===== src/rtl/core/bibm_pkg.sv =====
// ----------------------------------------------------------------------------
// bibm_pkg
// Shared constants and the segment descriptor of the block majority core.
// ----------------------------------------------------------------------------
package bibm_pkg;

   localparam int DEF_IMAGE_WIDTH  = 256;
   localparam int DEF_IMAGE_HEIGHT = 128;
   localparam int DEF_MAX_BLOCK    = 16;
   localparam int QUEUE_DEPTH      = 4;

   localparam int CFG_W  = 5;
   localparam int PIX_W  = 8;
   localparam int BCOL_W = 8;
   localparam int BROW_W = 7;
   localparam int NPIX_W = 4;

   // one run of pixels of a word that falls into a single block column
   typedef struct packed {
      logic [NPIX_W-1:0] npix;
      logic [NPIX_W-1:0] nblack;
      logic              first;
      logic              emit;
      logic              row_end;
      logic              frame_end;
      logic              last;
      logic [BROW_W-1:0] band;
   } seg_info_type;

endpackage


===== src/rtl/core/bibm_req_if.sv =====
// ----------------------------------------------------------------------------
// bibm_req_if
// Pixel word channel: valid/ready with one byte of pixels.
// ----------------------------------------------------------------------------
interface bibm_req_if;
   import bibm_pkg::*;

   logic             valid;
   logic             ready;
   logic [PIX_W-1:0] pixel_byte;
   logic             frame_start;

   modport source (output valid, pixel_byte, frame_start, input ready);
   modport sink (input valid, pixel_byte, frame_start, output ready);
   modport monitor (input valid, ready, pixel_byte, frame_start);

endinterface


===== src/rtl/core/bibm_front.sv =====
// ----------------------------------------------------------------------------
// bibm_front
// Takes pixel words, tracks frame position and cuts each word into runs,
// one per touched block column, one run per cycle while seg_ready is high.
// ----------------------------------------------------------------------------
module bibm_front #(
   parameter int IMAGE_WIDTH  = bibm_pkg::DEF_IMAGE_WIDTH,
   parameter int IMAGE_HEIGHT = bibm_pkg::DEF_IMAGE_HEIGHT,
   parameter int MAX_BLOCK    = bibm_pkg::DEF_MAX_BLOCK,
   parameter int COL_W        = $clog2(IMAGE_WIDTH)
) (
   input  logic                        clock,
   input  logic                        reset,
   input  logic                        csr_wr_en,
   input  logic [bibm_pkg::CFG_W-1:0]  csr_wr_data,
   bibm_req_if.sink                    req_bus,
   output logic                        seg_valid,
   input  logic                        seg_ready,
   output logic [COL_W-1:0]            seg_col,
   output bibm_pkg::seg_info_type      seg_info
);
   import bibm_pkg::*;

   localparam int ROW_BYTES = (IMAGE_WIDTH + PIX_W - 1) / PIX_W;
   localparam int LAST_BITS = IMAGE_WIDTH - (ROW_BYTES - 1) * PIX_W;
   localparam int BC_W      = (ROW_BYTES > 1) ? $clog2(ROW_BYTES) : 1;
   localparam int PR_W      = (IMAGE_HEIGHT > 1) ? $clog2(IMAGE_HEIGHT) : 1;
   localparam int RWB_W     = (MAX_BLOCK > 1) ? $clog2(MAX_BLOCK) : 1;
   localparam int S_W       = $clog2(MAX_BLOCK + PIX_W + 1) + 1;
   localparam int POS_W     = $clog2(PIX_W);

   logic [CFG_W-1:0] bs_cfg_ff;
   logic [PIX_W-1:0] pix_ff;
   logic             busy_ff;
   logic [POS_W-1:0] pos_ff;
   logic [BC_W-1:0]  bcol_ff;
   logic [PR_W-1:0]  prow_ff;
   logic [RWB_W-1:0] rwb_ff;
   logic [PR_W-1:0]  band_ff;
   logic [S_W-1:0]   cwb_ff;
   logic [COL_W-1:0] blk_ff;
   logic [COL_W-1:0] hwm_ff;
   logic             fresh_ff;

   logic [S_W-1:0]    cfg_ext;
   logic [S_W-1:0]    bs;
   logic              row_last;
   logic              frame_last_row;
   logic              band_last;
   logic [S_W-1:0]    avail;
   logic [S_W-1:0]    need;
   logic [S_W-1:0]    len;
   logic [S_W-1:0]    rest;
   logic              end_byte;
   logic              row_edge;
   logic              closes;
   logic              emit;
   logic              more;
   logic              first;
   logic [NPIX_W-1:0] nblack;
   logic              push;
   logic              done;
   logic              accept;

   assign cfg_ext        = S_W'(bs_cfg_ff);
   assign bs             = (cfg_ext == '0) ? S_W'(1) :
                           (cfg_ext > S_W'(MAX_BLOCK)) ? S_W'(MAX_BLOCK) : cfg_ext;
   assign row_last       = (bcol_ff == BC_W'(ROW_BYTES - 1));
   assign frame_last_row = (prow_ff == PR_W'(IMAGE_HEIGHT - 1));
   assign band_last      = (S_W'(rwb_ff) + S_W'(1) >= bs) || frame_last_row;
   assign avail          = (row_last ? S_W'(LAST_BITS) : S_W'(PIX_W)) - S_W'(pos_ff);
   assign need           = (cwb_ff < bs) ? bs - cwb_ff : S_W'(1);
   assign len            = (need < avail) ? need : avail;
   assign rest           = avail - len;
   assign end_byte       = (len == avail);
   assign row_edge       = row_last && end_byte;
   assign closes         = (cwb_ff + len >= bs) || row_edge;
   assign emit           = closes && band_last;
   assign more           = emit && ((rest >= bs) || ((rest != '0) && row_last));
   assign first          = fresh_ff || (blk_ff > hwm_ff);

   always_comb begin
      nblack = '0;
      for (int i = 0; i < PIX_W; i++) begin
         if ((S_W'(i) >= S_W'(pos_ff)) && (S_W'(i) < S_W'(pos_ff) + len) &&
             !pix_ff[PIX_W-1-i]) begin
            nblack = nblack + NPIX_W'(1);
         end
      end
   end

   assign seg_valid          = busy_ff;
   assign seg_col            = blk_ff;
   assign seg_info.npix      = NPIX_W'(len);
   assign seg_info.nblack    = nblack;
   assign seg_info.first     = first;
   assign seg_info.emit      = emit;
   assign seg_info.row_end   = row_edge;
   assign seg_info.frame_end = row_edge && frame_last_row;
   assign seg_info.last      = emit && !more;
   assign seg_info.band      = BROW_W'(band_ff);

   assign push          = busy_ff && seg_ready;
   assign done          = push && end_byte;
   assign req_bus.ready = !reset && (!busy_ff || done);
   assign accept        = req_bus.valid && req_bus.ready;

   always_ff @(posedge clock) begin
      if (reset) begin
         bs_cfg_ff <= CFG_W'(1);
         busy_ff   <= 1'b0;
         pos_ff    <= '0;
         bcol_ff   <= '0;
         prow_ff   <= '0;
         rwb_ff    <= '0;
         band_ff   <= '0;
         cwb_ff    <= '0;
         blk_ff    <= '0;
         hwm_ff    <= '0;
         fresh_ff  <= 1'b1;
      end else begin
         if (csr_wr_en) begin
            bs_cfg_ff <= csr_wr_data;
         end
         if (push) begin
            if (first) begin
               hwm_ff   <= blk_ff;
               fresh_ff <= 1'b0;
            end
            cwb_ff <= closes ? '0 : cwb_ff + len;
            blk_ff <= blk_ff + COL_W'(closes);
            if (end_byte) begin
               pos_ff <= '0;
               if (row_last) begin
                  bcol_ff <= '0;
                  cwb_ff  <= '0;
                  blk_ff  <= '0;
                  if (frame_last_row) begin
                     prow_ff  <= '0;
                     rwb_ff   <= '0;
                     band_ff  <= '0;
                     fresh_ff <= 1'b1;
                  end else begin
                     prow_ff <= prow_ff + PR_W'(1);
                     if (band_last) begin
                        rwb_ff   <= '0;
                        band_ff  <= band_ff + PR_W'(1);
                        fresh_ff <= 1'b1;
                     end else begin
                        rwb_ff <= rwb_ff + RWB_W'(1);
                     end
                  end
               end else begin
                  bcol_ff <= bcol_ff + BC_W'(1);
               end
            end else begin
               pos_ff <= POS_W'(S_W'(pos_ff) + len);
            end
         end
         if (accept) begin
            busy_ff <= 1'b1;
         end else if (done) begin
            busy_ff <= 1'b0;
         end
         if (accept && req_bus.frame_start) begin
            pos_ff   <= '0;
            bcol_ff  <= '0;
            prow_ff  <= '0;
            rwb_ff   <= '0;
            band_ff  <= '0;
            cwb_ff   <= '0;
            blk_ff   <= '0;
            fresh_ff <= 1'b1;
         end
      end
   end

   always_ff @(posedge clock) begin
      if (accept) begin
         pix_ff <= req_bus.pixel_byte;
      end
   end

endmodule


===== src/flat_wrapper.sv =====
// flat-port wrapper written by rule: the top's interface ports become plain ports
module bibm_front_flat import bibm_pkg::*;
#(
   parameter int IMAGE_WIDTH  = bibm_pkg::DEF_IMAGE_WIDTH,
   parameter int IMAGE_HEIGHT = bibm_pkg::DEF_IMAGE_HEIGHT,
   parameter int MAX_BLOCK    = bibm_pkg::DEF_MAX_BLOCK,
   parameter int COL_W        = $clog2(IMAGE_WIDTH)
)
  (clock, reset, csr_wr_en, csr_wr_data, seg_valid, seg_ready, seg_col, seg_info, req_bus_valid, req_bus_pixel_byte, req_bus_frame_start, req_bus_ready);
  bibm_req_if req_bus_i ();
  input  logic clock;
  input  logic reset;
  input  logic csr_wr_en;
  input  logic [bibm_pkg::CFG_W-1:0] csr_wr_data;
  output logic seg_valid;
  input  logic seg_ready;
  output logic [COL_W-1:0] seg_col;
  output bibm_pkg::seg_info_type seg_info;
  input wire logic [$bits(req_bus_i.valid)-1:0] req_bus_valid;
  input wire logic [$bits(req_bus_i.pixel_byte)-1:0] req_bus_pixel_byte;
  input wire logic [$bits(req_bus_i.frame_start)-1:0] req_bus_frame_start;
  output wire logic [$bits(req_bus_i.ready)-1:0] req_bus_ready;
  assign req_bus_i.valid = req_bus_valid;
  assign req_bus_i.pixel_byte = req_bus_pixel_byte;
  assign req_bus_i.frame_start = req_bus_frame_start;
  assign req_bus_ready = req_bus_i.ready;
  bibm_front #(.IMAGE_WIDTH(IMAGE_WIDTH), .IMAGE_HEIGHT(IMAGE_HEIGHT), .MAX_BLOCK(MAX_BLOCK), .COL_W(COL_W)) u_core (.clock(clock), .reset(reset), .csr_wr_en(csr_wr_en), .csr_wr_data(csr_wr_data), .req_bus(req_bus_i), .seg_valid(seg_valid), .seg_ready(seg_ready), .seg_col(seg_col), .seg_info(seg_info));
endmodule

===== config.mk =====
export PLATFORM = sky130hd
export DESIGN_NAME = bibm_front_flat
export DESIGN_NICKNAME = d
export VERILOG_FILES = /design/src/rtl/core/bibm_pkg.sv /design/src/rtl/core/bibm_req_if.sv /design/src/rtl/core/bibm_front.sv /design/src/flat_wrapper.sv
export SDC_FILE = /design/constraint.sdc
export NUM_CORES = 1
export LEC_CHECK = 0
export BUFFER_PORTS_ARGS = -buffer_cell sky130_fd_sc_hd__clkbuf_2
export CORE_MARGIN = 1.5
export CORE_UTILIZATION = 49
export DETAILED_ROUTE_END_ITERATION = 8
export HOLD_SLACK_MARGIN = 0.12
export PLACE_DENSITY = 0.68
export SLEW_MARGIN = 20
export SYNTH_ARGS = -nofsm -noshare
export SYNTH_HDL_FRONTEND = slang
export SYNTH_SLANG_ARGS = --single-unit

===== constraint.sdc =====
create_clock -name clock -period 10.5 [get_ports clock]
set_input_delay 0.525 -clock clock [delete_from_list [all_inputs] [get_ports clock]]
set_output_delay 0.525 -clock clock [all_outputs]
set_load 0.02 [all_outputs]

# ---- Word level (Yosys, flattened, before mapping)
# Cells that the tools add are included.
dict set report totals {
  ff_bits 63
  input_bits 19
}
dict set report classes {
  magnitude_cmp 22
  eq_ne 3
  addsub 18
  reduce_logical 51
  muxes 31
}
# cell count
set ops {}
lappend ops {{2-to-1 mux 4 bit} 9}
lappend ops {{2-to-1 mux 6 bit} 6}
lappend ops {{adder 4 x 1 -> 4 bit (second input constant)} 8}
lappend ops {{logical AND 1 bit} 26}
lappend ops {{< comparator 3 x 6 -> 1 bit (first input constant)} 4}
lappend ops {{2-to-1 mux 7 bit} 3}
lappend ops {{>= comparator 6 bit} 3}
lappend ops {{2-to-1 mux 8 bit} 2}
lappend ops {{adder 7 x 1 -> 7 bit (second input constant)} 2}
lappend ops {{< comparator 1 x 6 -> 1 bit (first input constant)} 2}
lappend ops {{< comparator 2 x 6 -> 1 bit (first input constant)} 2}
lappend ops {{< comparator 6 bit} 2}
lappend ops {{subtractor 6 bit} 2}
lappend ops {{logical NOT 1 bit} 11}
lappend ops {{2-to-1 mux 5 bit} 2}
lappend ops {{>= comparator 3 bit (first input constant)} 3}
lappend ops {{adder 8 x 1 -> 8 bit} 1}
lappend ops {{greater-than comparator 8 bit} 1}
lappend ops {{2-to-1 mux 1 bit} 8}
lappend ops {{equality test 7 bit (second input constant)} 1}
lappend ops {{adder 3 x 6 -> 6 bit} 1}
lappend ops {{adder 6 bit} 1}
lappend ops {{equality test 6 bit} 1}
lappend ops {{>= comparator 1 x 3 -> 1 bit (first input constant)} 2}
lappend ops {{15 further kinds} 22}

# ---- Depth between registers and ports, before layout
dict set report depth {
  depth_word 26
  depth_mapped 39
  depth_no_buf 39
}

# ---- Least setup slack after synthesis
# No wires, ideal clock.
dict set report synth_path {
  path_type {reg-to-output}
  from {register u_core.bs_cfg_ff[1]}
  to {output seg_info[15] (netlist name)}
  path_stages_with_launch 36
  setup_slack_ps 2246
  arrival_ps 7729
  path_cell_list {dfxtp_1 nor3_1 o21ai_0 ha_1 fa_1 nor2b_1 a221o_1 nand2_1 nor3_1 ha_1 o211ai_1 a31oi_1 nor3_4 nor2_1 a41oi_1 ha_1 inv_1 fa_1 a21oi_1 nor3_1 a2111o_1 inv_1 ha_1 xnor2_1 ha_1 mux2_2 xnor2_1 o21ai_0 ha_1 inv_1 a211oi_1 xnor3_1 xnor2_1 nor3_1 o211ai_1 xnor2_1}
}
# item line
set synth_lines {}
lappend synth_lines {{start, declared} bibm_front.sv:32} ;# logic [CFG_W-1:0] bs_cfg_ff;
lappend synth_lines {{start signal, assigned} bibm_front.sv:123} ;# bs_cfg_ff <= csr_wr_data;
lappend synth_lines {{end, declared} flat_wrapper.sv:18} ;# output bibm_pkg::seg_info_type seg_info;

==> results.tsv <==
metric	value	unit
Final Max Slew Viols	0	
CTS tree	yes	
number of global-route vias before repair	3823	
Pleak	2.34	nW
WL/cell	14.2	microns
Worst Path Required	9.98	ns
overall routing resource usage	21.3	%
power consumption	1.55	mW
status	complete, no violations	
slew margin rel.	38.2	%
final cell count without fillers	734	
CP Launch Type	register	
Setup-failing EPs final	0	
most frequent cell after synthesis	nor2_1	
fin crit period	9.12	ns
CP max FO	9	
Max Fclk	0.110	GHz
slowest CP cell	a2111o_1	
synth cell count leaders	67 x nor2_1, 65 x ha_1, 55 x dfxtp_1	
layout cell share with drive strength beyond 1	13.1	%
CTS Hold Bufs	0	
crit end category	primary output	
Vias	3936	
final setup skew	0.00764	ns
period utilisation layout	86.9	%
initial antenna violation count	0	
Syn Inst Count	553	
Starting Density	50.9	%
post-synthesis instance area	4730	sq um
worst-margin pin slew	0.925	ns
die height	101	microns
top_reg_cell synth	dfxtp_1	
later-pin clock latency in the skew report	0.34	ns
CP Class	reg2out	
CP Launch Point	u_core.bs_cfg_ff[4]	
Final Routed Wirelength	10400	microns
DR pass1 iterations	4	
filler cell count in the final layout	874	
Sink Count	63	
crit-path most repeated cell	ha_1	
nets	688	
top-level I/O count	49	
HPWL after DPL	8300	microns
share of the synthesized area in the top cell type	23.3	%
root buffer cell	clkbuf_8	
Synth Warn #	0	
Die Area	10200	sq um
DRC violations left	0	
Max Cap Viol	0	
Post CTS Setup Buffer Count	0	
RePlAce Congestion	0.821	
post-synth top area cell	dfxtp_1	
synthesized area per cell	8.55	sq um
gr ovfl total	0	
placed cell count	718	
Core Rows	35	
CP max stage delay	0.47	ns
Reg2Reg Setup Slack	3.41	ns
Hold Path Class	in2reg	
Area Overhead vs Synth	11.8	%
hold_sp	req_bus_pixel_byte[0]	
CTS buffer count	9	
Ant. Diodes	0	
Worst-path clk slew	0.07	ns
Port Buf Inserts	48	
largest net degree at the start of global routing	22	
Area contributors post-synth	dfxtp_1 23%, ha_1 17%, nor2_1 5.3%	
reg2reg start	u_core.bs_cfg_ff[4]	
Post-CTS Resized	0	
arrival time worst endpoint	8.60	ns
sequential cell area fraction in the yosys report	28.4	%
unrepaired setup endpoints after global routing	no	
Netlist cell types	63	
sum of negative setup slack	0	ns
Hold Vio Cnt, Final	0	
worst vdd ir	0.000130	V
Via density	5.36	
Pwr Density	294	nW/um^2
core area	9280	sq um
initial DRC count	146	
H-Tree Depth	3	
Die Wd	101	microns
#FFs+latches synth	63	
ys async rst share	0	%
Post-Syn Nets	641	
Routed Antenna Nets	0	
global-route wire length before repair	17500	microns
EDFF count, synth	8	
maximum clock path buffer count	2	
==> routing by layer <==
metal / up-vias / track usage (%) / share of wire (%)
li1: 2015 / - / -
met2: 82 / 37.4 / 49
met3: 16 / 2.90 / 3.9
met5: - / 0 / 0
met4: 0 / 6.41 / 1.5
met1: 1823 / 27.2 / 46
==> placed cells by master, fill, tap and decap left out, types with 9 or more instances in the layout <==
| master | n |
|---|---|
| nor2_1 | 67 |
| ha_1 | 65 |
| dfxtp_1 | 55 |
| clkbuf_2 | 48 |
| nand2_1 | 47 |
| inv_1 | 47 |
| a21oi_1 | 43 |
| xnor2_1 | 20 |
| xor2_1 | 20 |
| nand3_1 | 18 |
| o21ai_0 | 16 |
| mux2i_1 | 15 |
| a21o_1 | 14 |
| nor2b_1 | 10 |
| nand4_1 | 10 |
| clkbuf_8 | 9 |
==> where the power goes <==
part	leakage [nW]	internal [mW]	switching [mW]	total (mW)
combinational	1.72	0.436	0.639	1.08
sequential	0.519	0.251	0.00673	0.258
clock	0.102	0.132	0.0889	0.221
total	2.34	0.820	0.735	1.55
==> layout make-up <==
cell class | instances | area, sq um | area share (%)
multi-input combinational | 429 | 3150 | 59.7
inverter | 49 | 184 | 3.48
sequential | 63 | 1340 | 25.4
tap | 129 | 161 | 3.06
clock inverter | 5 | 72.6 | 1.37
timing repair buffer | 48 | 240 | 4.55
clock buffer | 11 | 131 | 2.49
==> logic make-up after synthesis <==
kind of cell	after synthesis	synth area share [%]
xor+xnor	43	8.81
simple gates	193	20.0
compound gates	105	14.8
flops	63	28.4
buf+inv	61	5.08
fa+ha+maj	69	18.9
mux	18	3.94
other cells	1	0.0793
==> stage by stage <==
step                      util [%]  hold WS [ns]  instance area, sq um  worst slack (ns)
after floorplan                  -         0.437                  4730              2.25
after global placement        54.7         0.447                  5080              2.12
after detailed placement      54.7         0.460                  5080              1.79
after CTS                     56.9         0.358                  5280              1.38
after global routing          56.9         0.359                  5280             0.564
final                         56.9         0.366                  5280              1.38
==> sequential cells by signal, indices dropped and copies added (netlist names), 4 cells and up <==
name	cells
u_core.bs_cfg_ff	5
u_core.band_ff	7
u_core.cwb_ff	6
u_core.hwm_ff	8
u_core.rwb_ff	4
u_core.seg_col	8
u_core.bcol_ff	5
u_core.pix_ff	8
u_core.prow_ff	7
==> final timing paths <==
path | endpoint | cells after the start
hold reg to reg | u_core.prow_ff[6] | 2
setup reg to reg | u_core.seg_col[4] | 29
setup / recovery | seg_info[15] | 36
hold / removal | u_core.pix_ff[0] | 1
==> critical path: cells and delay by family (launching register included) <==
family / cells / cell delay (ns)
adder cells (fa/ha/maj): 8 / 2.39
AO/OA/AOI/OAI: 10 / 2.38
AND/OR/NAND/NOR: 7 / 1.19
XOR/XNOR: 5 / 1.13
buffers and inverters: 5 / 0.53
flip-flops: 1 / 0.34
multiplexers: 1 / 0.29
No activity file was read; power rests on OpenSTA's default activity.
