`config.mk`:
```
export PLATFORM = sky130hd
export DESIGN_NAME = bibm_queue
export DESIGN_NICKNAME = d
export VERILOG_FILES = /design/src/rtl/core/bibm_pkg.sv /design/src/rtl/core/bibm_queue.sv
export SDC_FILE = /design/constraint.sdc
export NUM_CORES = 1
export LEC_CHECK = 0
export BUFFER_PORTS_ARGS = -buffer_cell sky130_fd_sc_hd__buf_2
export CAP_MARGIN = 10
export CORE_MARGIN = 3
export CORE_UTILIZATION = 35
export DETAILED_ROUTE_END_ITERATION = 6
export MAX_ROUTING_LAYER = met4
export RECOVER_POWER = 25
export SLEW_MARGIN = 40
export SYNTH_ARGS = -nofsm -noshare
export SYNTH_HDL_FRONTEND = slang
export SYNTH_SLANG_ARGS = --single-unit
export TNS_END_PERCENT = 50
```
`constraint.sdc`:
```
create_clock -name clock -period 2.5 [get_ports clock]
set_input_delay 0.5 -clock clock [delete_from_list [all_inputs] [get_ports clock]]
set_output_delay 0.5 -clock clock [all_outputs]
set_load 0.01 [all_outputs]
```
`src/rtl/core/bibm_pkg.sv`:
```
// ----------------------------------------------------------------------------
// bibm_pkg
// Shared constants and the segment descriptor of the block majority core.
// ----------------------------------------------------------------------------
package bibm_pkg;

   localparam int DEF_IMAGE_WIDTH  = 256;
   localparam int DEF_IMAGE_HEIGHT = 128;
   localparam int DEF_MAX_BLOCK    = 16;
   localparam int QUEUE_DEPTH      = 4;

   localparam int CFG_W  = 5;
   localparam int PIX_W  = 8;
   localparam int BCOL_W = 8;
   localparam int BROW_W = 7;
   localparam int NPIX_W = 4;

   // one run of pixels of a word that falls into a single block column
   typedef struct packed {
      logic [NPIX_W-1:0] npix;
      logic [NPIX_W-1:0] nblack;
      logic              first;
      logic              emit;
      logic              row_end;
      logic              frame_end;
      logic              last;
      logic [BROW_W-1:0] band;
   } seg_info_type;

endpackage

```
`src/rtl/core/bibm_queue.sv`:
```
// ----------------------------------------------------------------------------
// bibm_queue
// Small register FIFO between the segment walker and the count engine.
// ----------------------------------------------------------------------------
module bibm_queue #(
   parameter int WIDTH = 8,
   parameter int DEPTH = bibm_pkg::QUEUE_DEPTH
) (
   input  logic             clock,
   input  logic             reset,
   input  logic             push_valid,
   output logic             push_ready,
   input  logic [WIDTH-1:0] push_data,
   output logic             pop_valid,
   input  logic             pop_ready,
   output logic [WIDTH-1:0] pop_data
);
   localparam int PTR_W = (DEPTH > 1) ? $clog2(DEPTH) : 1;
   localparam int CNT_W = $clog2(DEPTH + 1);

   logic [WIDTH-1:0] slot_ff [DEPTH];
   logic [PTR_W-1:0] wr_ptr_ff;
   logic [PTR_W-1:0] rd_ptr_ff;
   logic [CNT_W-1:0] count_ff;
   logic             do_push;
   logic             do_pop;

   assign push_ready = (count_ff != CNT_W'(DEPTH));
   assign pop_valid  = (count_ff != '0);
   assign pop_data   = slot_ff[rd_ptr_ff];
   assign do_push    = push_valid && push_ready;
   assign do_pop     = pop_valid && pop_ready;

   always_ff @(posedge clock) begin
      if (reset) begin
         wr_ptr_ff <= '0;
         rd_ptr_ff <= '0;
         count_ff  <= '0;
      end else begin
         if (do_push) begin
            wr_ptr_ff <= (wr_ptr_ff == PTR_W'(DEPTH - 1)) ? '0 : wr_ptr_ff + PTR_W'(1);
         end
         if (do_pop) begin
            rd_ptr_ff <= (rd_ptr_ff == PTR_W'(DEPTH - 1)) ? '0 : rd_ptr_ff + PTR_W'(1);
         end
         count_ff <= count_ff + CNT_W'(do_push) - CNT_W'(do_pop);
      end
   end

   always_ff @(posedge clock) begin
      if (do_push) begin
         slot_ff[wr_ptr_ff] <= push_data;
      end
   end

endmodule

```
# --- Word-level counts from Yosys, hierarchy flattened ---
# Memory sizes are Yosys's and may differ from the RTL's. A register that Yosys moved wholly into a read port is not among the register bits.
# Index checks and enable logic that the tools add are counted.
totals:
  regBits: 7
  mem_bits_rw: 32
  input_bits: 12
  output_inout_bits: 10
  memories: 1
op_classes:
  n_addsub: 4
  eq_ne: 3
  mux: 6
  n_reduce_logical: 3
memory_table:
  columns: ["name", "depth", "word_bits", "read_ports", "rd_clocked_by_memory_dff", "write_ports", "line_no", "source"]
  rows:
  - ["slot_ff", 4, 8, 1, 1, 1, "bibm_queue.sv:21", "logic [WIDTH-1:0] slot_ff [DEPTH];"]
op_table:
  columns: ["operator", "count"]
  rows:
  - ["2-bit 2-to-1 mux", 4]
  - ["2-bit by 1-bit adder with 2-bit output, second input constant", 2]
  - ["2-bit == test, second input constant", 2]
  - ["3-bit by 1-bit adder with 3-bit output", 1]
  - ["3-bit inequality test, second input constant", 1]
  - ["3-bit nonzero test", 1]
  - ["3-bit by 1-bit subtractor with 3-bit output", 1]
  - ["1-bit logical AND", 2]
  - ["1-bit 2-to-1 mux", 2]

# --- Depth between registers and ports, before layout ---
# Gate-level depths: netlist of run 1.
depth:
  ltp_word: 4
  depth_mapped: 11
  mapped_depth_nobuf: 10

# --- Least setup slack after synthesis of run 1 ---
# No wires, ideal clock.
synth_timing:
  path_kind: "register -> register"
  from: "reg count_ff[1]"
  to: "reg count_ff[2]"
  setup_time_ns: 0.078
  t_arrival_ns: 2.181
  required_time_ns: 2.422
  setup_slack_ns: 0.241
  stages_incl_launch_ff: 12
  period_less_slack_ns: 2.259
  cell_sequence: "dfxtp_1 > or3b_1 > buf_6 > nand2_1 > ha_1 > inv_1 > ha_1 > inv_1 > fa_1 > xor2_1 > and2_2 > nor3_1"
synth_between:
  elab_chain_cells: 4
  word_cells_on_any_way: 6
synth_lines:
  columns: ["item", "line_no", "source"]
  rows:
  - ["start, declared", "bibm_queue.sv:24", "logic [CNT_W-1:0] count_ff;"]
  - ["start signal, assigned", "bibm_queue.sv:46", "count_ff <= count_ff + CNT_W'(do_push) - CNT_W'(do_pop);"]
  - ["3-bit inequality test", "bibm_queue.sv:28", "assign push_ready = (count_ff != CNT_W'(DEPTH));"]
  - ["via push_ready", "bibm_queue.sv:12", "output logic push_ready,"]
  - ["1-bit logical AND", "bibm_queue.sv:31", "assign do_push = push_valid && push_ready;"]
  - ["3-bit by 1-bit adder with 3-bit output", "bibm_queue.sv:46", null]
  - ["3-bit by 1-bit subtractor with 3-bit output", "bibm_queue.sv:46", null]
# The timed path passes the listed nets, and every way through them passes these cells.
# A chain may end at the register's enable or synchronous reset.

# --- Final worst setup path of run 1 ---
layout_timing:
  from: "reg count_ff[2]"
  to: "reg count_ff[2]"
layout_between:
  elab_chain_cells: 4
  word_cells_on_any_way: 6
layout_lines:
  columns: ["item", "line_no"]
  rows:
  - ["3-bit inequality test", "bibm_queue.sv:28"]
  - ["1-bit logical AND", "bibm_queue.sv:31"]
  - ["3-bit by 1-bit adder with 3-bit output", "bibm_queue.sv:46"]
  - ["3-bit by 1-bit subtractor with 3-bit output (*)", "bibm_queue.sv:46"]
# Mark *: on every way between the ends. The rest lies on a longest branch, timed or not.

==> summary.md, run 1 <==
| Metric | Value |
|---|---|
| Status | finished, final reports clean |
| Top_reg_cell synth | edfxtp_1 |
| RSZ-0062 raised after global routing | false |
| Critical Path Stages | 10 |
| Slowest-stage cell, CP | dfxtp_1 |
| CORE AREA | 4444 sq um |
| Vias in the first global route | 804 |
| CP Buf/Inv Count | 2 |
| Worst hold path class | primary input to register |
| Cells after Synth | 91 |
| Pre-antenna DRT Iters | 3 |
| Dominant cell type by area after synthesis | edfxtp_1 |
| CTS max path bufs | 2 |
| Switch share | 0.2867 |
| Full die area | 5520 sq um |
| Worst Tran Pin Value | 0.5767 ns |
| CP required | 2.72 ns |
| Final Skew | 0.005675 ns |
| Largest net degree at the start of global routing | 14 |
| Top-count cell post-synth | edfxtp_1 |
| H-Tree Depth | 2 |
| Max incr delay on CP | 0.42 ns |
| Vias per Instance | 4.840 |
| Fin crit share | 0.9297 |
| Worst slack, placed | 0.1333 ns |
| MaxCap Viol Count | 0 |
| WL final | 2.566 mm |
| Yosys Warn Count | 0 |
| Final setup viols | 0 |
| Worst-skew pair later-pin latency | 0.29 ns |
| Total number of vias | 818 |
| FF+latch count, synth | 41 |
| WL/cell | 15.18 um |
| Slew HR | 0.6150 |
| Gate power share | 0.243 |
| Hold Crit Depth | 1 |
| Post-synth EDFFs | 32 |
| Post-DRT Antenna Nets | 0 |
| Hold-fix buffers, CTS | 0 |
| Post-route setup TNS | 0 ns |
| Layout cells sized above 1 | 0.3333 |
| Crit path time final | 2.324 ns |
| Pwr dens | 944.7 nW/um^2 |
| Net switching power | 506.7 uW |
| Crit-path leading delay family | simple AND/OR/NAND/NOR gates |
| Initial antenna violation count | 0 |
| Die H | 74.30 um |
| Met1 GRT Util | 0.1224 |
| Total GRT Usage | 0.1042 |
| Number of port buffers | 21 |
| Post-layout util | 0.4209 |
| Seq pwr share | 0.524 |
| Max Slew Vio Count | 0 |
| Drt drc | 0 |
| PnR worst setup slack | 0.1758 ns |
| Async SR Flop Fraction | 0 |
| CP Launch Type | register |
| IO Pins | 22 |
| Syn_area_per_cell | 17.94 sq um |
| Seq/Total Area, Yosys | 0.6989 |
| Synth area leaders | edfxtp_1 59%, dfxtp_1 11%, mux4_2 11% |
| Clk slew on worst S/H paths | 0.07 ns |
| Num rows | 24 |
| Diode count | 0 |
| Syn nets | 111 |
| Clock buffer count from CTS | 5 |
| Top cell type's share of synthesized area | 0.5885 |
| Worst Setup Path Type | register to register |
| Die width | 74.30 um |
| DP Wirelength | 1.791 mm |
| Initial DRC Count | 36 |
| Leakage | 0.0006825 uW |
| Library cells used by synthesis | 26 |
| Data arrival, critical path | 2.54 ns |
| Clk sinks | 41 |
| Nets | 136 |
| Clock power frac | 0.233 |
| Synth top cells by count | 32 x edfxtp_1, 9 x dfxtp_1, 8 x mux4_2 |
| Worst Setup End Kind | register |
| Routing usage on met2 | 0.1575 |
| Fmax | 430.3 MHz |
| Final hold vios | 0 |
| Starting density of the core | 0.3674 |
| Met3 Track Usage GR | 0.04595 |
| Grt peak-use layer | met2 |
| Gr ovfl total | 0 |
| Finished layout cell area | 1871 sq um |
| Int Pwr | 1260 uW |
| R2r worst-path depth | 10 |
| CTS tree | done |
| Area after DPL | 1787 sq um |
| Area of the mapped netlist | 1633 sq um |
| Clk root buf | clkbuf_8 |
| Peak VDD IR | 382.7 uV |
| RD Place Congestion | 0.7469 |
| Crit path max fanout | 5 |
| Global-route wire length before repair | 3.939 mm |
| Crit path cell chain | or3b_1 > nand2_1 > ha_1 > inv_1 > ha_1 > inv_1 > fa_1 > xor2_1 > and2_2 > nor3_1 |
| P&R area growth vs syn | 14.56% |
-- worst reg2reg max path: cells and delay by family (launching register included) --
| kind | cells | cell delay, ns |
|---|---|---|
| xor+xnor | 1 | 0.17 |
| flops | 1 | 0.42 |
| fa+ha+maj | 3 | 0.75 |
| buf+inv | 2 | 0.10 |
| simple gates | 4 | 0.82 |
-- timing repair --
action | in CTS | in global routing
setup endpoints to repair | 0 | 1
gates resized for setup | 0 | 1
buffers inserted | 0 | 0
-- through the flow --
step	total power, uW	cells	hold slack [ns]
after detailed placement	1378	161	0.4943
after CTS	1792	169	0.4101
final	1767	169	0.4356
after global placement	1356	161	0.4807
after global routing	1882	169	0.4271
after floorplan	1230	91	0.4634
-- cells in the final DEF, fill, tap and decap left out, types with 2 or more instances in the layout --
master / netlist / layout
a211o_1: 2 / 2
clkbuf_8: 0 / 5
nor2_1: 3 / 3
mux4_2: 8 / 8
edfxtp_1: 32 / 32
dfxtp_1: 9 / 9
clkinv_2: 0 / 2
ha_1: 7 / 7
nand2_1: 2 / 2
inv_1: 5 / 5
and3_2: 4 / 4
o21ai_0: 2 / 2
clkbuf_1: 1 / 6
or3_1: 2 / 2
buf_2: 1 / 15
-- flip-flops by register name, indices dropped and copies added (netlist names), named ones only --
name and flops:
count_ff 3, rd_ptr_ff 2, slot_ff 32, wr_ptr_ff 2
-- logic make-up after synthesis --
family          after synthesis  share of synthesized area
xor+xnor                      1                   0.005365
buf+inv                       9                    0.02605
flops                        41                     0.6988
simple gates                 17                    0.06284
fa+ha+maj                     8                    0.06590
compound gates                6                    0.02452
mux                           9                     0.1165
-- cell type report --
type	instances	area (sq um)
Fill cell	414	2574
Sequential cell	41	1141
Multi-Input combinational cell	41	454.2
Timing Repair Buffer	22	105.1
Clock buffer	5	68.82
Tap cell	52	65.06
Inverter	5	18.77
Clock inverter	3	17.52
-- path summary, 6_finish.rpt --
check | startpoint | end | slack, ns
worst min register to register | rd_ptr_ff[0]$_SDFFE_PP0N_ | rd_ptr_ff[0]$_SDFFE_PP0N_ | 0.51
worst max register to register | count_ff[2]$_SDFF_PP0_ | count_ff[2]$_SDFF_PP0_ | 0.18
worst min-delay path | push_data[1] | slot_ff[0][1]$_DFFE_PP_ | 0.44
worst max-delay path | count_ff[2]$_SDFF_PP0_ | count_ff[2]$_SDFF_PP0_ | 0.18
-- power by group through the flow --
| stage | sequential [uW] | combinational (uW) | clock, uW |
|---|---|---|---|
| 2_1_floorplan | 888 | 342 | 0 |
| 3_3_place_gp | 932 | 424 | 0 |
| 3_5_place_dp | 942 | 437 | 0 |
| 4_1_cts | 927 | 438 | 427 |
| 5_1_grt | 943 | 484 | 455 |
| 6_report | 926 | 429 | 412 |
-- layer usage --
layer  wire, um  vias up
li1           -      394
met1       1202      397
met2       1159       21
met3        161        6
met4         42        0
met5          0        -
Note: power is estimated with default switching activity, not from simulation.
==> run 2, diff against run 1 <==
Settings changed: CAP_MARGIN 10 to default, REMOVE_ABC_BUFFERS from default to 1.
==> summary.md, run 2 (synthesized netlist as in run 1, its figures left out) <==
| Metric | Value |
|---|---|
| Worst Tran Pin Value | 0.5565 ns (was 0.5767 ns) |
| Leakage | 0.0006815 uW (was 0.0006825 uW) |
| Post-route setup TNS | 0 ns (unchanged) |
| Fin crit share | 0.9205 (was 0.9297) |
| Peak VDD IR | 364.9 uV (was 382.7 uV) |
| Full die area | 5520 sq um (unchanged) |
| P&R area growth vs syn | 15.10% (was 14.56%) |
| DP Wirelength | 1.807 mm (was 1.791 mm) |
| Worst Setup End Kind | register (unchanged) |
| MaxCap Viol Count | 0 (unchanged) |
| CP Launch Type | register (unchanged) |
| Initial DRC Count | 41 (was 36) |
| Nets | 136 (unchanged) |
| Vias per Instance | 4.947 (was 4.840) |
| Power Total | 1782 uW (was 1767 uW) |
| Post-DRT Antenna Nets | 0 (unchanged) |
| Final hold vios | 0 (unchanged) |
| Crit path time final | 2.301 ns (was 2.324 ns) |
| Pwr dens | 948.3 nW/um^2 (was 944.7 nW/um^2) |
| Die width | 74.30 um (unchanged) |
| H-Tree Depth | 2 (unchanged) |
| Global-route wire length before repair | 4.015 mm (was 3.939 mm) |
| Crit path max fanout | 5 (unchanged) |
| Total number of vias | 836 (was 818) |
| CTS max path bufs | 2 (unchanged) |
| IO Pins | 22 (unchanged) |
| Worst Setup Path Type | register to register (unchanged) |
| Die H | 74.30 um (unchanged) |
| Number of port buffers | 21 (unchanged) |
| Max FFs per register | 32 (unchanged) |
| Data arrival, critical path | 2.51 ns (was 2.54 ns) |
| Biggest regs | slot_ff (32), count_ff (3) (unchanged) |
| Num rows | 24 (unchanged) |
| Clk root buf | clkbuf_8 (unchanged) |
| Vias in the first global route | 858 (was 804) |
| Fmax | 434.6 MHz (was 430.3 MHz) |
| CP required | 2.71 ns (was 2.72 ns) |
| Most flops, register | slot_ff (unchanged) |
| WL final | 2.568 mm (was 2.566 mm) |
| CTS tree | done (unchanged) |
| RD Place Congestion | 0.7386 (was 0.7469) |
| Largest net degree at the start of global routing | 14 (unchanged) |
| Final setup viols | 0 (unchanged) |
| Worst-skew pair later-pin latency | 0.29 ns (about the same) |
| FILL cells | 388 (was 414) |
| Post-layout util | 0.4229 (was 0.4209) |
| Worst hold path class | primary input to register (unchanged) |
| Drt drc | 0 (unchanged) |
| WL/cell | 15.20 um (was 15.18 um) |
| Hold-fix buffers, CTS | 0 (unchanged) |
| Total GRT Usage | 0.1067 (was 0.1042) |
| Max Slew Vio Count | 0 (unchanged) |
| Clk slew on worst S/H paths | 0.08 ns (was 0.07 ns) |
| CORE AREA | 4444 sq um (unchanged) |
| Final Skew | 0.006685 ns (was 0.005675 ns) |
| Clock buffer count from CTS | 5 (unchanged) |
| Gr ovfl total | 0 (unchanged) |
| Starting density of the core | 0.3674 (unchanged) |
| Clk sinks | 41 (unchanged) |
| Most frequent cells in the layout | 32 x edfxtp_1, 14 x buf_2, 8 x mux4_2 (was 32 x edfxtp_1, 15 x buf_2, 9 x dfxtp_1) |
| Pre-antenna DRT Iters | 4 (was 3) |
| Slew HR | 0.6285 (was 0.6150) |
| Diode count | 0 (unchanged) |
| RSZ-0062 raised after global routing | false (unchanged) |
| Initial antenna violation count | 0 (unchanged) |
| Layout cells sized above 1 | 0.3248 (was 0.3333) |
| Leading cell type in the layout, fill and taps excluded | edfxtp_1 (unchanged) |
| Status | finished, final reports clean (unchanged) |
-- run 2: area by class of cell --
type                            count  area [sq um]  share of cell area
Tap cell                           52         65.06             0.03462
Timing Repair Buffer               22         103.9             0.05526
Clock buffer                        5         68.82             0.03662
Sequential cell                    41          1144              0.6085
Inverter                            5         18.77            0.009987
Clock inverter                      3         16.27            0.008655
Multi-Input combinational cell     41         462.9              0.2463
-- run 2: final timing paths --
kind	startpoint	endpoint	slack [ns]	depth (start not counted)
max	count_ff[2]$_SDFF_PP0_	count_ff[2]$_SDFF_PP0_	0.20	10
min	push_data[4]	slot_ff[0][4]$_DFFE_PP_	0.44	1
max reg2reg	count_ff[2]$_SDFF_PP0_	count_ff[2]$_SDFF_PP0_	0.20	10
min reg2reg	rd_ptr_ff[0]$_SDFFE_PP0N_	rd_ptr_ff[0]$_SDFFE_PP0N_	0.52	2
-- run 2: worst max-delay path: stages, from the launching register on --
cell and delay [ns]:
dfxtp_2 0.38, or3b_1 0.37, nand2_1 0.12, ha_1 0.24, inv_1 0.06, ha_1 0.13
inv_1 0.05, fa_1 0.38, xor2_1 0.16, and2_2 0.19, nor3_1 0.14
-- run 2: metal layers --
layer | wire (um) | share of wire | track usage | up-vias
met5 | 0 | 0 | - | -
met4 | 10 | 0.0039 | 0.04150 | 0
met3 | 152 | 0.059 | 0.04865 | 2
met2 | 1311 | 0.51 | 0.1722 | 25
met1 | 1094 | 0.43 | 0.1148 | 410
li1 | - | - | - | 399
-- run 2: stage by stage --
stage / hold slack [ns] / std cells / setup slack [ns] / cell area, sq um
final: 0.4374 / 169 / 0.1988 / 1879
after global routing: 0.4311 / 169 / 0.02363 / 1879
after CTS: 0.4141 / 169 / 0.01642 / 1872
after detailed placement: 0.5150 / 161 / 0.05004 / 1787
after global placement: 0.4818 / 161 / 0.2444 / 1787
after floorplan: 0.4559 / 87 / 0.2157 / 1609
-- run 2: repair_timing --
action | CTS | global route
setup endpoints to repair | 0 | 1
setup buffers | 0 | 0
gates resized for setup | 0 | 4
-- run 2: report_power, final --
part | internal [uW] | switching [uW] | leakage, uW
sequential | 844 | 86.1 | 0.000368
clock | 193 | 222 | 0.0000436
combinational | 233 | 204 | 0.000270
==> run 3, diff against run 2 <==
Settings changed: CORE_MARGIN 3 to default.
==> summary.md, run 3 (synthesized netlist as in run 1, its figures left out) <==
| Metric | Value |
|---|---|
| Vias in the first global route | 843 (was 858) |
| Leakage | 0.0006942 uW (was 0.0006815 uW) |
| Worst-skew pair later-pin latency | 0.28 ns (was 0.29 ns) |
| Final hold vios | 0 (unchanged) |
| Total number of vias | 837 (was 836) |
| Met3 Track Usage GR | 0.04329 (was 0.04865) |
| Crit path cell chain | or3b_1 > nand2_1 > ha_1 > inv_1 > ha_1 > inv_1 > fa_1 > xor2_1 > and2_2 > nor3_1 (unchanged) |
| DP Wirelength | 1.798 mm (was 1.807 mm) |
| Number of port buffers | 21 (unchanged) |
| RSZ-0062 raised after global routing | false (unchanged) |
| Nets | 136 (unchanged) |
| Pre-antenna DRT Iters | 4 (unchanged) |
| Crit path time final | 2.345 ns (was 2.301 ns) |
| H-Tree Depth | 2 (unchanged) |
| Initial DRC Count | 76 (was 41) |
| Full die area | 4942 sq um (was 5520 sq um) |
| IO Pins | 22 (unchanged) |
| WL final | 2.601 mm (was 2.568 mm) |
| Clk root buf | clkbuf_8 (unchanged) |
| Leading cell type in the layout, fill and taps excluded | edfxtp_1 (unchanged) |
| RD Place Congestion | 0.6869 (was 0.7386) |
| Slowest-stage cell, CP | or3b_1 (was dfxtp_2) |
| Num rows | 24 (unchanged) |
| Worst hold path class | primary input to register (unchanged) |
| Most frequent cells in the layout | 32 x edfxtp_1, 16 x buf_2, 9 x dfxtp_1 (was 32 x edfxtp_1, 14 x buf_2, 8 x mux4_2) |
| CP Launch Type | register (unchanged) |
| Crit path max fanout | 5 (unchanged) |
| Routing usage on met2 | 0.1894 (was 0.1722) |
| Total GRT Usage | 0.1224 (was 0.1067) |
| Die H | 70.30 um (was 74.30 um) |
| Crit-path leading delay family | simple AND/OR/NAND/NOR gates (unchanged) |
| Fin crit share | 0.9380 (was 0.9205) |
| Status | finished, final reports clean (unchanged) |
| Die width | 70.30 um (was 74.30 um) |
| Data arrival, critical path | 2.55 ns (was 2.51 ns) |
| Max FFs per register | 32 (unchanged) |
| Met1 GRT Util | 0.1411 (was 0.1148) |
| Drt drc | 0 (unchanged) |
| Setup repair bufs after CTS | 0 (unchanged) |
| Grt peak-use layer | met2 (unchanged) |
| Most flops, register | slot_ff (unchanged) |
| CORE AREA | 4414 sq um (was 4444 sq um) |
| Global-route wire length before repair | 4.264 mm (was 4.015 mm) |
| Clock buffer count from CTS | 5 (unchanged) |
| Vias per Instance | 4.953 (was 4.947) |
| Post_cts resized | 0 (unchanged) |
| Worst Tran Pin Value | 0.5897 ns (was 0.5565 ns) |
| MaxCap Viol Count | 0 (unchanged) |
| Initial antenna violation count | 0 (unchanged) |
| CP Buf/Inv Count | 2 (unchanged) |
| Worst Setup End Kind | register (unchanged) |
| Diode count | 0 (unchanged) |
| Clk slew on worst S/H paths | 0.07 ns (was 0.08 ns) |
| CTS max path bufs | 2 (unchanged) |
| Worst Setup Path Type | register to register (unchanged) |
| Largest net degree at the start of global routing | 13 (was 14) |
| Max incr delay on CP | 0.41 ns (was 0.38 ns) |
| Layout cells sized above 1 | 0.3248 (unchanged) |
| Biggest regs | slot_ff (32), count_ff (3) (unchanged) |
| Starting density of the core | 0.3699 (was 0.3674) |
| Final setup viols | 0 (unchanged) |
| Max Slew Vio Count | 0 (unchanged) |
| Clk sinks | 41 (unchanged) |
| P&R area growth vs syn | 15.86% (was 15.10%) |
| CP required | 2.70 ns (was 2.71 ns) |
| CTS tree | done (unchanged) |
| Post-layout util | 0.4286 (was 0.4229) |
| Slew HR | 0.6063 (was 0.6285) |
| Post-DRT Antenna Nets | 0 (unchanged) |
| Hold-fix buffers, CTS | 0 (unchanged) |
| WL/cell | 15.39 um (was 15.20 um) |
| Post-route setup TNS | 0 ns (unchanged) |
| Gr ovfl total | 0 (unchanged) |
| Fmax | 426.4 MHz (was 434.6 MHz) |
| Final Skew | 0.004783 ns (was 0.006685 ns) |
| Peak VDD IR | 446.0 uV (was 364.9 uV) |
| Pwr dens | 985.0 nW/um^2 (was 948.3 nW/um^2) |
run 3: final timing paths:
kind / startpoint / to / slack (ns) / depth (start not counted)
worst max register to register: count_ff[1]$_SDFF_PP0_ / count_ff[2]$_SDFF_PP0_ / 0.15 / 10
worst max-delay path: count_ff[1]$_SDFF_PP0_ / count_ff[2]$_SDFF_PP0_ / 0.15 / 10
worst min register to register: rd_ptr_ff[0]$_SDFFE_PP0N_ / rd_ptr_ff[0]$_SDFFE_PP0N_ / 0.50 / 2
worst min-delay path: push_data[5] / slot_ff[0][5]$_DFFE_PP_ / 0.43 / 1
run 3: worst reg2reg max path: cells and delay by family, from the launching register on:
family,cells,cell delay (ns)
simple gates,4,0.88
fa+ha+maj,3,0.75
flops,1,0.38
xor+xnor,1,0.16
buf+inv,2,0.11
run 3: through the flow:
step | hold WS, ns | instances | setup slack (ns) | area [sq um] | total power [uW]
final | 0.4274 | 169 | 0.1550 | 1892 | 1863
after global routing | 0.4285 | 169 | 0.001941 | 1892 | 1975
after CTS | 0.4126 | 169 | 0.05951 | 1893 | 1891
after detailed placement | 0.4996 | 161 | 0.07414 | 1787 | 1383
after global placement | 0.4751 | 161 | 0.2432 | 1787 | 1350
after floorplan | 0.4559 | 87 | 0.2157 | 1609 | 1210
run 3: layer usage:
layer / vias to the layer above / wire, um / share of wire
met5: - / 0 / 0
met4: 0 / 41 / 0.016
met3: 5 / 117 / 0.045
met2: 20 / 1310 / 0.50
met1: 418 / 1132 / 0.44
li1: 394 / - / -
run 3: layout make-up:
cell class	count	area [sq um]
fillers	394	2522
inverters	5	18.77
repair buffers	22	106.4
well taps	52	65.06
clock buffers	6	72.57
flip-flops and latches	41	1141
clock inverters	2	33.78
multi-input cells	41	454.2
run 3: where the power goes:
part	internal [uW]	leakage, uW	total [uW]	switching, uW
registers	841	0.000367	924	82.7
logic	229	0.000274	437	207
clock network	295	0.0000528	503	208
total	1370	0.000694	1860	498
